==> src/hw/rtl/dtrd_pkg.sv <==
// Shared types and constants for the request deframer.
// Depends on nothing; every other file of the block refers to it by scoped names.
`default_nettype none

package dtrd_pkg;

  localparam logic [31:0] SigWord     = 32'h0050_4144;
  localparam logic [7:0]  TypeRequest = 8'h01;
  localparam logic [15:0] MaxLenReset = 16'd512;

  localparam logic       OpData    = 1'b0;
  localparam logic       OpRestart = 1'b1;

  localparam logic [1:0] KindData  = 2'd0;
  localparam logic [1:0] KindEmpty = 2'd1;
  localparam logic [1:0] KindError = 2'd2;

  localparam logic [2:0] HdrLastIdx = 3'd7;
  localparam logic [2:0] HdrLenLo   = 3'd4;
  localparam logic [2:0] HdrLenHi   = 3'd5;
  localparam logic [2:0] HdrType    = 3'd6;

  typedef enum logic [2:0] {
    PhHeader  = 3'b001,
    PhPayload = 3'b010,
    PhError   = 3'b100
  } phase_e;

  typedef struct packed {
    logic       operation;
    logic [7:0] rx_byte;
  } in_item_t;

  typedef struct packed {
    logic [1:0]  result_kind;
    logic [7:0]  payload_byte;
    logic        frame_last;
    logic [15:0] payload_length;
  } out_item_t;

  typedef struct packed {
    logic      valid;
    out_item_t item;
  } result_t;

endpackage

`default_nettype wire

==> src/hw/rtl/dap_tcp_request_deframer.sv <==
// Request deframer top level: input register, parser, output register.
// Throughput: one byte per cycle while the output register can take a result,
// and bytes without one (header bytes, error phase, restart) never wait;
// the parser state updates once per byte.
// Reset clears the parser to header phase, both stages to empty, and the
// max payload length register to 512.
`default_nettype none

module dap_tcp_request_deframer (
  input  wire logic                clk_i,
  input  wire logic                rst_ni,
  input  wire logic                cfg_we_i,
  input  wire logic [15:0]         cfg_wdata_i,
  input  wire logic                in_valid_i,
  output logic                     in_ready_o,
  input  wire dtrd_pkg::in_item_t  in_item_i,
  output logic                     out_valid_o,
  input  wire logic                out_ready_i,
  output dtrd_pkg::out_item_t      out_item_o
);

  logic               stage_valid;
  dtrd_pkg::in_item_t stage_item;
  dtrd_pkg::result_t  result;
  logic               out_free;
  logic               advance;

  assign advance = stage_valid && (!result.valid || out_free);

  dtrd_in_stage u_in (
    .clk_i      (clk_i),
    .rst_ni     (rst_ni),
    .in_valid_i (in_valid_i),
    .in_ready_o (in_ready_o),
    .in_item_i  (in_item_i),
    .advance_i  (advance),
    .valid_o    (stage_valid),
    .item_o     (stage_item)
  );

  dtrd_parser u_parser (
    .clk_i       (clk_i),
    .rst_ni      (rst_ni),
    .cfg_we_i    (cfg_we_i),
    .cfg_wdata_i (cfg_wdata_i),
    .valid_i     (stage_valid),
    .item_i      (stage_item),
    .step_i      (advance),
    .result_o    (result)
  );

  dtrd_out_stage u_out (
    .clk_i       (clk_i),
    .rst_ni      (rst_ni),
    .load_i      (advance && result.valid),
    .item_i      (result.item),
    .free_o      (out_free),
    .out_valid_o (out_valid_o),
    .out_ready_i (out_ready_i),
    .out_item_o  (out_item_o)
  );

endmodule

`default_nettype wire

==> src/hw/rtl/dtrd_in_stage.sv <==
// Input register of the request deframer: holds one accepted beat.
// Depends on dtrd_pkg.
`default_nettype none

module dtrd_in_stage (
  input  wire logic              clk_i,
  input  wire logic              rst_ni,
  input  wire logic              in_valid_i,
  output logic                   in_ready_o,
  input  wire dtrd_pkg::in_item_t in_item_i,
  input  wire logic              advance_i,
  output logic                   valid_o,
  output dtrd_pkg::in_item_t     item_o
);

  logic               valid_q, valid_d;
  dtrd_pkg::in_item_t item_q;
  logic               load;

  assign in_ready_o = !valid_q || advance_i;
  assign load       = in_valid_i && in_ready_o;

  always_comb begin
    valid_d = valid_q;
    if (load) begin
      valid_d = 1'b1;
    end else if (advance_i) begin
      valid_d = 1'b0;
    end
  end

  always_ff @(posedge clk_i or negedge rst_ni) begin
    if (!rst_ni) begin
      valid_q <= 1'b0;
    end else begin
      valid_q <= valid_d;
    end
  end

  always_ff @(posedge clk_i) begin
    if (load) begin
      item_q <= in_item_i;
    end
  end

  assign valid_o = valid_q;
  assign item_o  = item_q;

endmodule

`default_nettype wire

==> src/hw/rtl/dtrd_parser.sv <==
// Header parser and payload counter: judges headers, tags payload beats.
// Depends on dtrd_pkg; holds the max payload length register.
`default_nettype none

module dtrd_parser (
  input  wire logic               clk_i,
  input  wire logic               rst_ni,
  input  wire logic               cfg_we_i,
  input  wire logic [15:0]        cfg_wdata_i,
  input  wire logic               valid_i,
  input  wire dtrd_pkg::in_item_t item_i,
  input  wire logic               step_i,
  output dtrd_pkg::result_t       result_o
);

  logic [15:0]      max_len_q;
  dtrd_pkg::phase_e phase_q, phase_d;
  logic [2:0]       hdr_idx_q, hdr_idx_d;
  logic             sig_ok_q, sig_ok_d;
  logic             type_ok_q, type_ok_d;
  logic [15:0]      frame_len_q, frame_len_d;
  logic [15:0]      left_q, left_d;
  logic [7:0]       expect_byte;
  logic             last;
  logic             bad;

  assign expect_byte = dtrd_pkg::SigWord[{hdr_idx_q[1:0], 3'b000} +: 8];
  assign last        = (left_q <= 16'd1);
  assign bad         = !sig_ok_q || !type_ok_q || (frame_len_q > max_len_q);

  always_comb begin
    phase_d     = phase_q;
    hdr_idx_d   = hdr_idx_q;
    sig_ok_d    = sig_ok_q;
    type_ok_d   = type_ok_q;
    frame_len_d = frame_len_q;
    left_d      = left_q;
    result_o    = '0;
    result_o.item.payload_length = frame_len_q;
    if (valid_i) begin
      if (item_i.operation == dtrd_pkg::OpRestart) begin
        phase_d     = dtrd_pkg::PhHeader;
        hdr_idx_d   = '0;
        sig_ok_d    = 1'b1;
        type_ok_d   = 1'b0;
        frame_len_d = '0;
        left_d      = '0;
      end else begin
        case (phase_q)
          dtrd_pkg::PhError: begin
          end
          dtrd_pkg::PhPayload: begin
            result_o.valid             = 1'b1;
            result_o.item.result_kind  = dtrd_pkg::KindData;
            result_o.item.payload_byte = item_i.rx_byte;
            result_o.item.frame_last   = last;
            left_d = left_q - 16'd1;
            if (last) begin
              left_d    = '0;
              phase_d   = dtrd_pkg::PhHeader;
              hdr_idx_d = '0;
              sig_ok_d  = 1'b1;
              type_ok_d = 1'b0;
            end
          end
          default: begin
            if (!hdr_idx_q[2]) begin
              if (item_i.rx_byte != expect_byte) begin
                sig_ok_d = 1'b0;
              end
            end else if (hdr_idx_q == dtrd_pkg::HdrLenLo) begin
              frame_len_d = {8'd0, item_i.rx_byte};
            end else if (hdr_idx_q == dtrd_pkg::HdrLenHi) begin
              frame_len_d = {item_i.rx_byte, frame_len_q[7:0]};
            end else if (hdr_idx_q == dtrd_pkg::HdrType) begin
              type_ok_d = (item_i.rx_byte == dtrd_pkg::TypeRequest);
            end
            hdr_idx_d = hdr_idx_q + 3'd1;
            if (hdr_idx_q == dtrd_pkg::HdrLastIdx) begin
              hdr_idx_d = '0;
              if (bad) begin
                phase_d                   = dtrd_pkg::PhError;
                result_o.valid            = 1'b1;
                result_o.item.result_kind = dtrd_pkg::KindError;
              end else if (frame_len_q == 16'd0) begin
                sig_ok_d                  = 1'b1;
                type_ok_d                 = 1'b0;
                result_o.valid            = 1'b1;
                result_o.item.result_kind = dtrd_pkg::KindEmpty;
                result_o.item.frame_last  = 1'b1;
              end else begin
                left_d  = frame_len_q;
                phase_d = dtrd_pkg::PhPayload;
              end
            end
          end
        endcase
      end
    end
  end

  always_ff @(posedge clk_i or negedge rst_ni) begin
    if (!rst_ni) begin
      max_len_q   <= dtrd_pkg::MaxLenReset;
      phase_q     <= dtrd_pkg::PhHeader;
      hdr_idx_q   <= '0;
      sig_ok_q    <= 1'b1;
      type_ok_q   <= 1'b0;
      frame_len_q <= '0;
      left_q      <= '0;
    end else begin
      if (cfg_we_i) begin
        max_len_q <= cfg_wdata_i;
      end
      if (step_i) begin
        phase_q     <= phase_d;
        hdr_idx_q   <= hdr_idx_d;
        sig_ok_q    <= sig_ok_d;
        type_ok_q   <= type_ok_d;
        frame_len_q <= frame_len_d;
        left_q      <= left_d;
      end
    end
  end

endmodule

`default_nettype wire

==> src/hw/rtl/dtrd_out_stage.sv <==
// Output register of the request deframer: holds one result beat.
// Depends on dtrd_pkg.
`default_nettype none

module dtrd_out_stage (
  input  wire logic              clk_i,
  input  wire logic              rst_ni,
  input  wire logic              load_i,
  input  wire dtrd_pkg::out_item_t item_i,
  output logic                   free_o,
  output logic                   out_valid_o,
  input  wire logic              out_ready_i,
  output dtrd_pkg::out_item_t    out_item_o
);

  logic                valid_q, valid_d;
  dtrd_pkg::out_item_t item_q;

  assign free_o = !valid_q || out_ready_i;

  always_comb begin
    valid_d = valid_q;
    if (load_i) begin
      valid_d = 1'b1;
    end else if (out_ready_i) begin
      valid_d = 1'b0;
    end
  end

  always_ff @(posedge clk_i or negedge rst_ni) begin
    if (!rst_ni) begin
      valid_q <= 1'b0;
    end else begin
      valid_q <= valid_d;
    end
  end

  always_ff @(posedge clk_i) begin
    if (load_i) begin
      item_q <= item_i;
    end
  end

  assign out_valid_o = valid_q;
  assign out_item_o  = item_q;

endmodule

`default_nettype wire

==> config.mk <==
export PLATFORM = sky130hd
export DESIGN_NAME = dap_tcp_request_deframer
export DESIGN_NICKNAME = d
export VERILOG_FILES = /design/src/hw/rtl/dtrd_pkg.sv /design/src/hw/rtl/dap_tcp_request_deframer.sv /design/src/hw/rtl/dtrd_in_stage.sv /design/src/hw/rtl/dtrd_parser.sv /design/src/hw/rtl/dtrd_out_stage.sv
export SDC_FILE = /design/constraint.sdc
export NUM_CORES = 1
export LEC_CHECK = 0
export BUFFER_PORTS_ARGS = -buffer_cell sky130_fd_sc_hd__buf_2
export CELL_PAD_IN_SITES_DETAIL_PLACEMENT = 1
export CELL_PAD_IN_SITES_GLOBAL_PLACEMENT = 2
export CORE_ASPECT_RATIO = 0.75
export CORE_MARGIN = 1
export CORE_UTILIZATION = 37
export CTS_BUF_LIST = sky130_fd_sc_hd__clkbuf_16
export DETAILED_ROUTE_END_ITERATION = 6
export PLACE_DENSITY = 0.89
export SLEW_MARGIN = 20
export SYNTH_ARGS = -nofsm -noshare
export SYNTH_HDL_FRONTEND = slang
export SYNTH_SLANG_ARGS = --single-unit
==> constraint.sdc <==
create_clock -name clk_i -period 4.74 [get_ports clk_i]
set_input_delay 1.185 -clock clk_i [delete_from_list [all_inputs] [get_ports clk_i]]
set_output_delay 1.185 -clock clk_i [all_outputs]
set_load 0.01 [all_outputs]
==> results.md <==
- DRT iter0 DRCs: 173
- Sequential power share: 47.0%
- Clock transition at path regs: 0.06 ns
- Seq/Total Area, Yosys: 54.2%
- R2r setup slk: 1.07 ns
- Comb power frac: 17.5%
- N_diodes: 0
- Crit path kind: reg2out
- Cell with the most instances after synthesis: dfrtp_1
- Total grt overflow: 0
- Status: finished clean
- Critical path peak fanout: 4
- Max incr delay on CP: 0.60 ns
- Layout cell share with drive strength beyond 1: 18.2%
- Via count of the routed design: 3712
- Worst setup SP type: flip-flop
- CP Cell Sequence: inv_1, ha_1, a21oi_1, nor3_1, or3_1, or4_1, a31oi_2, nor2_1, inv_1, buf_2
- Rel. slew slack: 24.1%
- Max Root-Sink Buffers: 2
- Top cell type's share of synthesized area: 29.4%
- Cell internal pwr: 0.00152 W
- Switching Share: 29.0%
- Leak: 2.37 nW
- CTS root buf: clkbuf_16
- Final hold viol count: 0
- Fin crit period: 4.25 ns
- Area of the mapped netlist: 4680 µm²
- Distinct cells, synth: 55
- RSZ-0062 raised after global routing: false
- P&R area growth vs syn: 16.3%
- Crit-path slowest cell: or4_1
- Cell taking the most area after synthesis: dfrtp_1
- HP Class: reg2reg
- Post-synth top cells: dfrtp_1, nand2_1, edfxtp_1, inv_1, o21ai_0
- VDD IR max: 180 µV
- CP Data Arrival Time: 3.07 ns
- Worst slew pin tran: 1.14 ns
- Placer Congestion: 0.814
- Synth Register Bits: 94
- GR Util All Layers: 21.5%
- Clock power frac: 35.5%
- Total net switching power: 0.000620 W
- Core Area: 12300 µm²
- FP Rows: 35
- Setup bufs post-CTS: 0
- CP required: 3.56 ns
- DIE AREA: 13100 µm²
- Syn nets: 500
- Post-synth EDFFs: 36
- First-pass DRT Iterations: 4
- Global-route wire length before repair: 21.6 mm
- Setup Viol. Count Final: 0
- Final Util: 44.3%
- Power density cells: 393 nW/µm²
- Most common cell on crit path: inv_1
- DRC Markers: 0
- Maxcap violations: 0
- Number of buffers added on ports: 58
- Synth Area per Inst: 10.5 µm²
- Fmax: 235 MHz
- Vias in the first global route: 3967
- Post-synthesis cell count: 447
- TritonCTS clock tree: done
- Die Ht: 99.4 µm
- Worst skew pair latency: 0.34 ns
- Total CTS buffers: 9
- H-tree levels: 3
- Die Wd: 132 µm
- Pin count of the biggest net entering global routing: 34
- DR WL/cell: 19.3 µm
- Clock Sinks: 94
- Post-route ant nets: 0
- Crit. End Element: output port
- Layout Nets: 558
- Avg Vias per Cell: 5.49
- Initial Utilization: 38.1%
- Final Max Tran Viols: 0
- Primary FF master, synth: dfrtp_1
- TNS Setup: 0 ns
- Initial antenna violation count: 0
- Crit share post-route: 89.8%
- Cts-stage hold buffer count: 0
- Top cells by area, synth: dfrtp_1, edfxtp_1, ha_1
- Warnings, synthesis: 0
- Post-detail-place hpwl: 9.53 mm
- Post-Route Skew: 0.00807 ns
- Post-CTS resize count: 0
- Num ports: 59
- FFs w/ async S/R, synth: 61.7%
- Total Wirelength: 13.0 mm
[metrics by stage]
stage	setup slack (ns)	hold slack, ns	instances	power [W]	cell area, µm²
2_1_floorplan	1.29	0.469	447	0.00124	4680
3_3_place_gp	0.901	0.487	660	0.00137	5140
3_5_place_dp	0.855	0.501	660	0.00139	5140
4_1_cts	0.469	0.518	676	0.00215	5450
5_1_grt	0.344	0.548	676	0.00224	5450
6_report	0.485	0.517	676	0.00214	5450
[cell usage in the layout (no fill, tap or decap), types with 2 or more instances in the layout]
cell       count
nor3_1        12
bufinv_16      2
and2_1         3
o31ai_1       17
o21ai_0       29
o211ai_1       3
a21o_1         4
a22o_1         4
nand2_1       45
or2_2          4
o21ai_1       15
nand4_1        6
a2bb2oi_1      5
mux2i_1        8
nor4_1         8
nor2_1        25
inv_1         35
o21bai_1       2
ha_1          23
xnor2_1        3
buf_2         58
nand2b_1       6
a32oi_1        9
dfstp_2        3
buf_4          9
edfxtp_1      36
and3_1        12
clkbuf_16      9
nand3_1        4
clkinv_1       3
dfrtp_1       55
nor2b_1        5
a21oi_1       21
a31oi_1        2
[cell type report]
| type | instances | area [µm²] |
|---|---|---|
| inverters | 34 | 128 |
| clock buffers | 9 | 225 |
| fillers | 1399 | 6860 |
| well taps | 166 | 208 |
| repair buffers | 67 | 358 |
| multi-input cells | 299 | 1910 |
| flip-flops and latches | 94 | 2540 |
| clock inverters | 7 | 80.1 |
[critical path, delay by kind of cell (launching register included)]
kind	cells	cell delay [ns]
AOI/OAI and AO/OA	2	0.48
adders and majority gates	1	0.29
buffers and inverters	3	0.25
DFF	1	0.51
and+or+nand+nor	4	1.19
[power groups by stage]
stage               clock network [W]  registers, W  logic (W)
finish                       0.000759       0.00101   0.000374
CTS                          0.000772       0.00101   0.000374
floorplan                           0      0.000991   0.000246
detailed placement                  0       0.00102   0.000372
global route                 0.000799       0.00102   0.000424
global placement                    0       0.00102   0.000352
[final timing paths]
kind                                  startpoint               endpoint  depth (start not counted)
setup / recovery           u_parser.max_len_q[9]             in_ready_o                         10
hold / removal                u_parser.left_q[3]     u_parser.left_q[3]                          2
setup reg to reg           u_parser.max_len_q[9]    u_out.out_item_o[7]                         11
hold reg to reg               u_parser.left_q[3]     u_parser.left_q[3]                          2
max in group asynchronous                 rst_ni  u_parser.max_len_q[9]                          2
min in group asynchronous                 rst_ni     u_parser.left_q[6]                          1
[kinds of logic (layout without fill, tap and decap cells)]
family | after synthesis | count (layout) | share of synthesized area, %
AOI/OAI and AO/OA | 122 | 122 | 16.8
DFF | 94 | 94 | 54.2
xor gates and xnor gates | 4 | 4 | 0.748
buffers and inverters | 54 | 117 | 5.18
and+or+nand+nor | 141 | 141 | 15.0
adders and majority gates | 23 | 23 | 6.14
muxes | 9 | 9 | 1.95
[registers in the layout, indices dropped and copies added, names as in the netlist]
name,cells
u_out.out_item_o,27
u_parser.frame_len_q,16
u_parser.left_q,16
u_parser.max_len_q,16
u_in.item_o,9
u_parser.hdr_idx_q,3
u_parser.phase_q,3
u_in.valid_o,1
u_out.out_valid_o,1
u_parser.sig_ok_q,1
u_parser.type_ok_q,1
[metal layers]
layer  wire, µm  vias to the layer above  global-route usage [%]
li1           -                     1740                       -
met1       6350                     1834                    30.0
met2       5880                      120                    33.8
met3        537                       18                    4.33
met4        253                        0                    6.35
met5          0                        -                       0
Note: power is estimated with default switching activity, not from simulation.
